--- config.mk ---
export PLATFORM = sky130hd
export DESIGN_NAME = xor_base64_codec
export DESIGN_NICKNAME = d
export VERILOG_FILES = /design/src/design/xb64_pkg.sv /design/src/design/xor_base64_codec.sv
export SDC_FILE = /design/constraint.sdc
export NUM_CORES = 1
export LEC_CHECK = 0
export BUFFER_PORTS_ARGS = -buffer_cell sky130_fd_sc_hd__buf_2
export CAP_MARGIN = 20
export CORE_UTILIZATION = 50
export DETAILED_ROUTE_END_ITERATION = 7
export PLACE_DENSITY = 0.67
export SETUP_SLACK_MARGIN = 0.3
export SLEW_MARGIN = 20
export SYNTH_ARGS = -nofsm -noshare
export SYNTH_HDL_FRONTEND = slang
export SYNTH_SLANG_ARGS = --single-unit
--- constraint.sdc ---
create_clock -name clk -period 12.8 [get_ports clk]
set_input_delay 0.64 -clock clk [delete_from_list [all_inputs] [get_ports clk]]
set_output_delay 0.64 -clock clk [all_outputs]
set_load 0.05 [all_outputs]
--- src/design/xb64_pkg.sv ---
// Package for the XOR base64 codec: register indexes, character constants
// and the base64 alphabet mapping functions. No dependencies.
package xb64_pkg;

	localparam int MAX_RES = 4;
	localparam int CNT_W = 3;
	localparam int IDX_W = 2;

	typedef enum logic {
		REG_CODEC_MODE = 1'b0,
		REG_XOR_KEY    = 1'b1
	} cfg_reg_t;

	localparam logic [7:0] CHAR_PAD = 8'h3d;

	function automatic logic [7:0] b64_char(input logic [5:0] v);
		logic [7:0] w;
		w = {2'b00, v};
		if (v < 6'd26) begin
			b64_char = 8'h41 + w;
		end else if (v < 6'd52) begin
			b64_char = 8'h61 + w - 8'd26;
		end else if (v < 6'd62) begin
			b64_char = 8'h30 + w - 8'd52;
		end else if (v == 6'd62) begin
			b64_char = 8'h2b;
		end else begin
			b64_char = 8'h2f;
		end
	endfunction

	// bit 6 set marks a code outside the alphabet
	function automatic logic [6:0] b64_val(input logic [7:0] c);
		logic [7:0] d;
		d = 8'h00;
		b64_val = 7'h40;
		if (c inside {[8'h41:8'h5a]}) begin
			d = c - 8'h41;
			b64_val = {1'b0, d[5:0]};
		end else if (c inside {[8'h61:8'h7a]}) begin
			d = c - 8'h61 + 8'd26;
			b64_val = {1'b0, d[5:0]};
		end else if (c inside {[8'h30:8'h39]}) begin
			d = c - 8'h30 + 8'd52;
			b64_val = {1'b0, d[5:0]};
		end else if (c == 8'h2b) begin
			b64_val = 7'd62;
		end else if (c == 8'h2f) begin
			b64_val = 7'd63;
		end
	endfunction

endpackage

--- src/design/xor_base64_codec.sv ---
// Top level of the XOR base64 codec: input register, codec logic and a
// four-entry result buffer. Depends on xb64_pkg.
//
// Usage:
//  Input channel in_valid/in_stall carries in_byte and in_last; an item is
//  taken when in_valid is high and in_stall is low. Output channel
//  out_valid/out_stall carries one result per handshake.
//  Configuration: cfg_valid/cfg_ready (always ready) with cfg_index and
//  cfg_data; index 0 selects encode (0) or decode (1) and clears the
//  stream state, index 1 loads the XOR key. Write only while idle.
//  Path: an item is held in the input register; once the result buffer is
//  free, its results are loaded there and presented one at a time.
//  Throughput: one result per cycle while out_stall is low; an item holds
//  the result buffer until all its results (up to four) are taken, and
//  encoding gives four results per three bytes, plus padding at a message end.
//  Items with no result leave the input register without using the buffer.
//  Reset clears all control state: encode mode, key zero, no items in flight.
//  When the receiver stalls, the result buffer holds, then the input
//  register fills and in_stall rises.
module xor_base64_codec
	import xb64_pkg::*;
(
	input  logic       clk,
	input  logic       arst_n,
	input  logic       in_valid,
	output logic       in_stall,
	input  logic [7:0] in_byte,
	input  logic       in_last,
	output logic       out_valid,
	input  logic       out_stall,
	output logic [7:0] out_byte,
	output logic       out_has_byte,
	output logic       out_run_last,
	output logic       out_message_end,
	output logic       out_error,
	input  logic       cfg_valid,
	output logic       cfg_ready,
	input  logic       cfg_index,
	input  logic [7:0] cfg_data
);

	logic             mode_q;
	logic [7:0]       key_q;
	logic [11:0]      buf_q;
	logic [3:0]       cnt_q;
	logic [1:0]       phase_q;
	logic             pad_q;
	logic             err_q;

	logic             valid_s1;
	logic [7:0]       byte_s1;
	logic             last_s1;

	logic             valid_s2;
	logic [7:0]       rb_s2 [MAX_RES];
	logic [MAX_RES-1:0] rh_s2;
	logic [CNT_W-1:0] nr_s2;
	logic             last_s2;
	logic             err_s2;
	logic [IDX_W-1:0] idx_q;

	logic             out_take;
	logic             out_final;
	logic             buf_free;
	logic             advance;
	logic             in_take;
	logic             cfg_take;

	logic [7:0]       rb [MAX_RES];
	logic [MAX_RES-1:0] rh;
	logic [CNT_W-1:0] nr;
	logic [1:0]       ph;
	logic [11:0]      nbuf;
	logic [3:0]       ncnt;
	logic             npad;
	logic             nerr;
	logic [7:0]       x;
	logic [11:0]      v12;
	logic [11:0]      nb;
	logic [6:0]       cval;

	assign cfg_ready = 1'b1;
	assign cfg_take  = cfg_valid;
	assign out_take  = valid_s2 && !out_stall;
	assign out_final = ({1'b0, idx_q} + 3'd1) == nr_s2;
	assign buf_free  = !valid_s2 || (out_take && out_final);
	assign advance   = valid_s1 && buf_free;
	assign in_stall  = valid_s1 && !buf_free;
	assign in_take   = in_valid && !in_stall;

	always_comb begin
		for (int i = 0; i < MAX_RES; i++) begin
			rb[i] = 8'h00;
		end
		rh   = '0;
		nr   = '0;
		ph   = phase_q;
		nbuf = buf_q;
		ncnt = cnt_q;
		npad = pad_q;
		nerr = err_q;
		x    = byte_s1 ^ key_q;
		v12  = {buf_q[3:0], x};
		cval = b64_val(byte_s1);
		nb   = {buf_q[5:0], cval[5:0]};
		if (!mode_q) begin
			rh = '1;
			nbuf = v12;
			case (cnt_q)
				4'd2: begin
					rb[0] = b64_char(v12[9:4]);
					nr = 3'd1;
					ncnt = 4'd4;
				end
				4'd4: begin
					rb[0] = b64_char(v12[11:6]);
					rb[1] = b64_char(v12[5:0]);
					nr = 3'd2;
					ncnt = 4'd0;
				end
				default: begin
					rb[0] = b64_char(x[7:2]);
					nr = 3'd1;
					ncnt = 4'd2;
				end
			endcase
			ph = ph + nr[1:0];
			if (last_s1) begin
				if (ncnt == 4'd2) begin
					rb[nr[1:0]] = b64_char({x[1:0], 4'b0000});
					nr = nr + 3'd1;
					ph = ph + 2'd1;
				end else if (ncnt == 4'd4) begin
					rb[nr[1:0]] = b64_char({x[3:0], 2'b00});
					nr = nr + 3'd1;
					ph = ph + 2'd1;
				end
				for (int i = 0; i < MAX_RES; i++) begin
					if (ph != 2'd0 && nr < 3'd4) begin
						rb[nr[1:0]] = CHAR_PAD;
						nr = nr + 3'd1;
						ph = ph + 2'd1;
					end
				end
			end
		end else begin
			if (!(err_q || pad_q)) begin
				if (byte_s1 == CHAR_PAD) begin
					npad = 1'b1;
				end else if (cval[6]) begin
					nerr = 1'b1;
				end else begin
					nbuf = nb;
					case (cnt_q)
						4'd0: begin
							ncnt = 4'd6;
						end
						4'd2: begin
							rb[0] = nb[7:0] ^ key_q;
							rh[0] = 1'b1;
							nr = 3'd1;
							ncnt = 4'd0;
						end
						4'd4: begin
							rb[0] = nb[9:2] ^ key_q;
							rh[0] = 1'b1;
							nr = 3'd1;
							ncnt = 4'd2;
						end
						default: begin
							rb[0] = nb[11:4] ^ key_q;
							rh[0] = 1'b1;
							nr = 3'd1;
							ncnt = 4'd4;
						end
					endcase
				end
			end
			if (last_s1 && nr == 3'd0) begin
				rb[0] = 8'h00;
				rh[0] = 1'b0;
				nr = 3'd1;
			end
		end
	end

	always_ff @(posedge clk or negedge arst_n) begin
		if (!arst_n) begin
			mode_q   <= 1'b0;
			key_q    <= 8'h00;
			buf_q    <= '0;
			cnt_q    <= '0;
			phase_q  <= '0;
			pad_q    <= 1'b0;
			err_q    <= 1'b0;
			valid_s1 <= 1'b0;
			valid_s2 <= 1'b0;
			idx_q    <= '0;
		end else begin
			if (cfg_take) begin
				case (cfg_reg_t'(cfg_index))
					REG_CODEC_MODE: begin
						mode_q  <= cfg_data[0];
						buf_q   <= '0;
						cnt_q   <= '0;
						phase_q <= '0;
						pad_q   <= 1'b0;
						err_q   <= 1'b0;
					end
					REG_XOR_KEY: begin
						key_q <= cfg_data;
					end
					default: begin
					end
				endcase
			end else if (advance) begin
				if (last_s1) begin
					buf_q   <= '0;
					cnt_q   <= '0;
					phase_q <= '0;
					pad_q   <= 1'b0;
					err_q   <= 1'b0;
				end else begin
					buf_q   <= nbuf;
					cnt_q   <= ncnt;
					phase_q <= ph;
					pad_q   <= npad;
					err_q   <= nerr;
				end
			end
			if (in_take) begin
				valid_s1 <= 1'b1;
			end else if (advance) begin
				valid_s1 <= 1'b0;
			end
			if (advance && nr != 3'd0) begin
				valid_s2 <= 1'b1;
				idx_q    <= '0;
			end else if (out_take) begin
				if (out_final) begin
					valid_s2 <= 1'b0;
				end else begin
					idx_q <= idx_q + 2'd1;
				end
			end
		end
	end

	always_ff @(posedge clk) begin
		if (in_take) begin
			byte_s1 <= in_byte;
			last_s1 <= in_last;
		end
		if (advance && nr != 3'd0) begin
			for (int i = 0; i < MAX_RES; i++) begin
				rb_s2[i] <= rb[i];
			end
			rh_s2   <= rh;
			nr_s2   <= nr;
			last_s2 <= last_s1;
			err_s2  <= nerr;
		end
	end

	assign out_valid       = valid_s2;
	assign out_byte        = rb_s2[idx_q];
	assign out_has_byte    = rh_s2[idx_q];
	assign out_run_last    = out_final;
	assign out_message_end = out_final && last_s2;
	assign out_error       = err_s2;

endmodule

; ---- Word level (Yosys, flattened, before mapping)
; Memory sizes are Yosys's and may differ from the RTL's.
; Index checks and enable logic that the tools add are counted.
[totals]
ramBits = 32
output_inout_bits = 15
n_memories = 1
wordCells = 357
input_bits = 23
reg_bits = 45
[mem_list]
columns = memory, depth, word_bits, read_ports, rd_clocked_by_memory_dff, wr, line
row1 = rb_s2, 4, 8, 1, 0, 4, xor_base64_codec.sv:55  ; logic [7:0] rb_s2 [MAX_RES];
[op_classes]
reduce_logical = 47
n_bitwise = 22
n_addsub = 47
eq_ne = 19
order_cmp = 39
n_mux = 165
[op_table]
columns = operator, count
row1 = $mux 32, 15
row2 = $mux 8, 38
row3 = $add 7x6->8 const A, 12
row4 = $demux 8 s2, 5
row5 = $or 20x20->20, 4
row6 = $lt 6x6->1 const B, 12
row7 = $mux 3, 24
row8 = $bwmux 32, 2
row9 = $and 12x12->12, 4
row10 = $mux 6, 8
row11 = $not 12->12, 4
row12 = $sub 7x6->8 const B, 6
row13 = $sub 8x5->8 const B, 6
row14 = $mux 2, 22
row15 = $add 6x6->7 const A, 6
row16 = $lt 6x5->1 const B, 6
row17 = $mux 4, 9
row18 = $mux 7, 5
row19 = $xor 8x8->8, 4
row20 = $mux 1, 31
row21 = $eq 6x6->1 const B, 4
row22 = $eq 8x6->1 const B, 3
row23 = $mux 24, 1
row24 = $pmux 8 s3, 1
row25 = 40 further kinds, 107

; ---- Logic depth before layout (Yosys ltp)
; Gate-level depths: netlist of the first run.
[depth]
ltp_word = 34
mapped_depth = 22
depth_no_buf = 22

; ---- Worst setup path before layout of the first run
; No wires, ideal clock.
[synth_path]
path_kind = reg-to-reg
from = register cnt_q[1]
to = register last_s2 (enable)
stages_incl_launch_ff = 20
period_less_slack_ps = 5849
setup_slack_ps = 6951
t_arrival_ps = 5425
t_required_ps = 12376
setup_ps = 424
n_path_buf = 2
path_cell_list = dfrtp_1 > inv_1 > ha_1 > clkbuf_1 > clkbuf_1 > nand2_1 > xor2_1 > inv_1 > ha_1 > inv_1 > nand2_1 > fa_1 > mux2i_1 > ha_1 > mux2_2 > inv_1 > ha_1 > mux2i_1 > a2111oi_4 > nor2_1
[synth_via]
elab_chain_len = 31
word_cells_on_any_way = 70
classes_between = 10 x add/sub / 4 x order compare / 4 x eq/ne / 39 x mux / 13 x reduce/logical
[synth_lines]
columns = item, line
row1 = from (decl), xor_base64_codec.sv:45  ; logic [3:0] cnt_q;
row2 = from (signal assigned), xor_base64_codec.sv:225  ; cnt_q <= ncnt;
row3 = $eq 4x3->1, xor_base64_codec.sv:109  ; case (cnt_q)
row4 = $mux 2, xor_base64_codec.sv:109
row5 = $mux 3, xor_base64_codec.sv:106  ; if (!mode_q) begin
row6 = $add 2x2->2, xor_base64_codec.sv:127  ; ph = ph + nr[1:0];
row7 = $add 2x1->2, "xor_base64_codec.sv:132, xor_base64_codec.sv:136"
row8 = $mux 2, xor_base64_codec.sv:133  ; end else if (ncnt == 4'd4) begin
row9 = $mux 2, xor_base64_codec.sv:129  ; if (ncnt == 4'd2) begin
row10 = $mux 2, xor_base64_codec.sv:128  ; if (last_s1) begin
row11 = [15 not listed], n/a
row12 = $mux 3 or $mux 2 (tied branches), xor_base64_codec.sv:106
row13 = $lt 3x3->1 or $reduce_bool 2->1 (tied branches), xor_base64_codec.sv:139  ; if (ph != 2'd0 && nr < 3'd4) begin
row14 = $logic_and 1x1->1, xor_base64_codec.sv:139
row15 = $mux 3, xor_base64_codec.sv:139
row16 = $mux 3, xor_base64_codec.sv:128
row17 = $mux 3 *, xor_base64_codec.sv:106
row18 = $reduce_bool 3->1 *, xor_base64_codec.sv:254  ; if (advance && nr != 3'd0) begin
row19 = $logic_and 1x1->1 *, xor_base64_codec.sv:254
row20 = to (signal assigned), xor_base64_codec.sv:260  ; last_s2 <= last_s1;
row21 = to (decl), xor_base64_codec.sv:58  ; logic last_s2;
; Mark *: on every way between the ends. The rest lies on a longest branch, timed or not. The select of a mux whose other input is x is not followed.
; A chain may end at the register's enable or synchronous reset.

==> flow_metrics.tcl, run 1 <==
set metrics [dict create \
    status "finished clean" \
    cp_max_fo 7 \
    postCtsHoldBufs 0 \
    max_slew_margin_pct 31.3 \
    cts_root_buf "clkbuf_16" \
    fin_crit_ps 5430 \
    crit_type "flop to flop" \
    routed_wl_mm 18.3 \
    final_util_pct 56.2 \
    setup_viol 0 \
    start_util_pct 51.7 \
    crit_top_cell "ha_1" \
    pre_cts_slack_ps 7430 \
    drv_cap 0 \
    p_leak_nw 2.56 \
    power.density_nw_per_um2 309 \
    pin_count 38 \
    fillerInstances 1146 \
    rsz0062_at_grt "no" \
    path_cells "inv_1 > ha_1 > inv_1 > ha_1 > xnor2_1 > xor2_1 > xnor2_1 > ha_1 > inv_1 > nand2_1 > fa_1 > mux2i_1 > ha_1 > mux2_2 > ha_1 > nand2_1 > o32ai_1 > nor2_1 > and3_1 > a311o_1 > o21ai_1" \
    antenna_found_initial 0 \
    wl_per_cell_um 19.7 \
    cts_max_level 3 \
    n_antenna_cell 0 \
    crit_start "cnt_q[1]" \
    start_kind "flop" \
    clk_pin_slew_ps 60 \
    first_iter_violations 565 \
    ys_types 90 \
    grt_pass1_vias 5464 \
    synth_top_area_cell "edfxtp_1" \
    viasPerCell 6.35 \
    critPathTopFamily "adder cells" \
    tightest_slew_ps 1030 \
    coreArea_um2 12100 \
    cts_resized 0 \
    hold_ws_ps 321 \
    rows 40 \
    grt_max_degree 35 \
    ant_nets 0 \
    cts_tree "yes" \
    fin_skew_ps 6.29 \
    grt_util_all_layers_pct 29.3 \
    die_height_um 114 \
    nNetsFinal 820 \
    synth_ff_type "edfxtp_1" \
    post_cts_buffers 0 \
    grt_overflow 0 \
    grt_first_pass_wirelength_mm 29.5 \
    cp_slowest_cell "o32ai_1" \
    fmax_mhz 184 \
    die-area_um2 13000 \
    setup_tns_ps 0 \
    synthTopCellsByArea "edfxtp_1 (20%), dfrtp_1 (10%), ha_1 (8.4%)" \
    yosys-top-cells-count "nand2_1 (69), a21oi_1 (64), nor2_1 (61), o21ai_0 (61), ha_1 (42)" \
    peakVddDrop_uv 131 \
    ys_ff_latch 66 \
    hold_path.class "primary input to async pin" \
    cts_buffers 9 \
    drc_errors 0 \
    syn_area_um2 6270 \
    synth-seq-area-share_pct 29.6 \
    end_kind "flop" \
    synth_edf_count 41 \
    first_pass_iters 7 \
    synth_cells 745 \
    p_total_w 0.00211 \
    portBuffers 36 \
    path_buf_inv 3 \
    clk_latency_ps 340 \
    cp.arrival_ps 5610 \
    cts.sinks 66 \
    post-route-period-util_pct 42.4 \
    synth_most_common_cell "nand2_1" \
    async_reset_ff_share_pct 37.9 \
    syn_avg_cell_area_um2 8.41 \
    gp_congestion 0.980 \
    die_w_um 114 \
    hold_viol_final 0 \
    area_growth_pct 8.64 \
    yosysTopAreaCellShare_pct 19.6 \
    clockBufferDepth 2 \
    drive_gt1_share_pct 14.2 \
    multi_input_area_um2 4060 \
    cp.required_ps 12980 \
    slowest_delay_ps 850 \
    reg2reg_from "cnt_q[1]" \
    seq_area_um2 1860 \
    yosysWarnings 0 \
    syn_nets 811 \
    slew_violations 0 \
    routed-via-count 5884 \
    hpwlAfterDp_mm 13.4 \
    setup_ws_ps 7370 \
]
-- placed cells by master, fill, tap and decap left out, types with 5 or more instances in the layout --
master,netlist,routed
ha_1,42,42
a21oi_1,64,64
nor2_1,61,60
buf_4,3,9
and2_1,10,10
nor2b_1,8,8
o22ai_1,9,9
nor3_1,22,22
nand2b_1,9,9
a221oi_1,6,6
mux2i_1,8,8
mux4_2,5,5
o211ai_1,6,6
xnor2_1,18,18
mux2_2,11,11
dfrtp_1,25,25
edfxtp_1,41,41
nand2_1,69,69
o21ai_1,7,7
xor2_1,14,14
clkbuf_16,0,9
o21ai_0,61,61
nor4_1,6,6
buf_2,7,36
nand3_1,24,24
o2111ai_1,5,5
inv_1,32,32
or2_2,5,5
and3_1,7,7
o221ai_1,5,5
a31oi_1,14,14
nand4_1,9,9
o31ai_1,8,8
-- cell families (layout without fill, tap and decap cells) --
kind of cell	count (synthesis)	in the layout	share of synthesized area (%)
AO/OA/AOI/OAI	249	249	27.1
AND/OR/NAND/NOR	242	242	18.6
buffers and inverters	85	99	5.67
flip-flops	66	66	29.6
adder cells (fa/ha/maj)	43	43	8.70
XOR/XNOR	35	35	5.25
multiplexers	24	24	5.05
other	1	1	0.0598
-- state kept, by name, summed over array words and instances, names as in the netlist --
register / flops
idx_q: 2
err_q: 1
cnt_q: 2
phase_q: 2
byte_s1: 8
out_valid: 1
key_q: 8
last_s1: 1
pad_q: 1
last_s2: 1
out_error: 1
nr_s2: 3
buf_q: 6
mode_q: 1
rh_s2: 2
rb_s2: 25
valid_s1: 1
-- metrics by stage --
stage / std cells / area [um2]
floorplan: 745 / 6270
global placement: 911 / 6520
detailed placement: 911 / 6520
CTS: 927 / 6810
global route: 927 / 6810
finish: 927 / 6810
-- worst register-to-register path, stage by stage, from the launching register on --
cell and delay [ps]:
dfrtp_1 440, inv_1 130, ha_1 340, inv_1 150, ha_1 210, xnor2_1 320, xor2_1 210, xnor2_1 170
ha_1 220, inv_1 90, nand2_1 140, fa_1 430, mux2i_1 290, ha_1 170, mux2_2 180, ha_1 150
nand2_1 50, o32ai_1 850, nor2_1 120, and3_1 190, a311o_1 310, o21ai_1 90
-- path summary, 6_finish.rpt --
kind,slack (ps),depth (start not counted),endpoint
setup / recovery,7370,21,rb_s2[0][2]
hold / removal,320,1,idx_q[1]
setup reg to reg,7370,21,rb_s2[0][2]
hold reg to reg,480,2,buf_q[5]
max in group asynchronous,12050,1,key_q[7]
min in group clk,480,1,byte_s1[0]
-- layer usage --
layer | wire length [um] | GRT usage, %
met5 | 0 | 0
met4 | 487 | 11.3
met3 | 1440 | 6.06
met2 | 8470 | 46.6
met1 | 7860 | 39.3
-- area by class of cell --
class | count | share of cell area (%)
Multi-Input combinational cell | 594 | 59.6
Inverter | 38 | 2.09
Sequential cell | 66 | 27.3
Tap cell | 168 | 3.09
Clock inverter | 7 | 1.01
Clock buffer | 9 | 3.31
Timing Repair Buffer | 45 | 3.64
-- power breakdown --
group / switching, W / internal, W
combinational: 0.000948 / 0.000487
sequential: 0.0000898 / 0.000335
clock: 0.0000954 / 0.000150
No activity file was read; power rests on OpenSTA's default activity.
==> run 2: changes to the inputs <==
clock period = 5.2 ns   (was 12.8 ns; I/O delays follow)
==> run 2 against run 1 <==
Effect of this change: critical path depth decreased by 1; non-clock buffer count is 13 higher; fmax increased by 17%; clock-buffer cell count unchanged; die area unchanged; global-route usage grew 1.2 points; design area up 2.7%; sequential cell count is the same; register-to-register slack worse by 6800 ps; sequential share of layout area fell by 0.69 points; critical endpoint is now rb_s2[2][1].
==> flow_metrics.tcl, run 2 (synthesis gave the netlist of run 1 again) <==
set metrics [dict create \
    clk_latency_ps 350 \
    grt_first_pass_wirelength_mm 30.8 \
    drive_gt1_share_pct 17.1 \
    gp_congestion 0.988 \
    fin_crit_ps 4630 \
    setup_tns_ps 0 \
    post-route-period-util_pct 89.0 \
    area_growth_pct 11.5 \
    wl_per_cell_um 20.0 \
    cp.required_ps 5270 \
    coreArea_um2 12100 \
    final_common_cell "nand2_1" \
    portBuffers 36 \
    grt_max_degree 34 \
    cts_max_level 3 \
    cts_root_buf "clkbuf_16" \
    cts.sinks 66 \
    die_w_um 114 \
    cts_buffers 9 \
    grt_overflow 0 \
    drv_cap 0 \
    grt_pass1_vias 5770 \
    routed-via-count 6019 \
    routed_wl_mm 18.8 \
    max_slew_margin_pct 30.6 \
    viasPerCell 6.40 \
    cts_tree "yes" \
    die_height_um 114 \
    fin_skew_ps 7.58 \
    top_register "rb_s2" \
    hold_path.class "primary input to flop" \
    ant_nets 0 \
    pin_count 38 \
    setup_viol 0 \
    fmax_mhz 216 \
    final_cell_mix "nand2_1 (68), a21oi_1 (64), o21ai_0 (60)" \
    clk_pin_slew_ps 60 \
    die-area_um2 13000 \
    nNetsFinal 833 \
    drc_errors 0 \
    crit_type "flop to flop" \
    first_pass_iters 5 \
    cp_max_fo 7 \
    slew_violations 0 \
    hold_viol_final 0 \
    n_antenna_cell 0 \
    antenna_found_initial 0 \
    top_regs "rb_s2 (25), byte_s1 (8), key_q (8)" \
    hpwlAfterDp_mm 13.6 \
    clockBufferDepth 2 \
    cp.arrival_ps 4690 \
    rows 40 \
    start_kind "flop" \
    rsz0062_at_grt "no" \
    status "finished clean" \
    tightest_slew_ps 1030 \
    largest_reg_flops 25 \
    grt_util_all_layers_pct 30.6 \
    first_iter_violations 672 \
    fillerInstances 1122 \
    start_util_pct 51.7 \
    end_kind "flop" \
]
## run 2: cell count changes in the layout (fill, tap and decap cells not counted), moves of 2 or more
cell and change:
mux2i_1 -2, nor2_1 -3, buf_4 +9, nor2_4 +2
clkinv_2 +2
## run 2: cell type report
class	instances	area [um2]	share of cell area (%)
multi-input cells	594	4130	59.0
inverters	38	143	2.04
clock buffers	9	225	3.22
well taps	168	210	3.01
repair buffers	58	382	5.46
clock inverters	7	45.0	0.644
flip-flops and latches	66	1860	26.6
## run 2: path summary, 6_finish.rpt
path,start,endpoint,slack [ps],cells past startpoint
max in group asynchronous,arst_n,cnt_q[1],4250,2
max,cnt_q[1],rb_s2[2][1],570,20
min in group asynchronous,arst_n,idx_q[0],480,2
min reg2reg,pad_q,pad_q,500,1
max reg2reg,cnt_q[1],rb_s2[2][1],570,20
min,in_byte[2],byte_s1[2],90,1
## run 2: stage by stage
step,hold slack (ps),cells,utilization (%),area (um2),worst slack (ps)
after global routing,83.3,940,57.7,6990,289
after global placement,289,918,54.4,6590,395
after detailed placement,314,918,54.4,6590,97.4
after floorplan,-35.6,745,-,6280,330
final,91.1,940,57.7,6990,574
after CTS,84.8,935,56.8,6880,305
## run 2: what timing repair did
item                                   in CTS  in global routing
gates resized for setup                     3                 12
setup endpoints to repair                  34                 48
cloned                                      0                  2
buffers inserted                            0                  3
pin swaps                                   0                  2
hold buffers                                1                  0
endpoints found under the hold margin      25                  0
## run 2: critical path, stage by stage (launching register included)
cell       delay (ps)
dfrtp_2           440
inv_2              90
ha_1              170
inv_1              90
ha_1              220
xnor2_2           200
xor2_1            190
xnor2_1           100
ha_1              200
inv_1             130
nand2_2           120
fa_1              490
mux2i_4           210
ha_1              260
mux2_2            310
inv_1              80
ha_1              230
mux2i_2           220
a2111oi_4         130
nor2_4            250
clkbuf_16         210
## run 2: metal layers
layer / routed length (um) / GRT usage (%) / part of all wire, % / vias up
li1: - / - / - / 2816
met1: 8020 / 41.5 / 43 / 2848
met2: 8750 / 49.3 / 46 / 307
met3: 1530 / 4.84 / 8.1 / 48
met4: 543 / 11.2 / 2.9 / 0
met5: 0 / 0 / 0 / -
Power of run 2 is not shown: default switching activity piles up to over one toggle a cycle in this logic, so the estimate is an artifact.
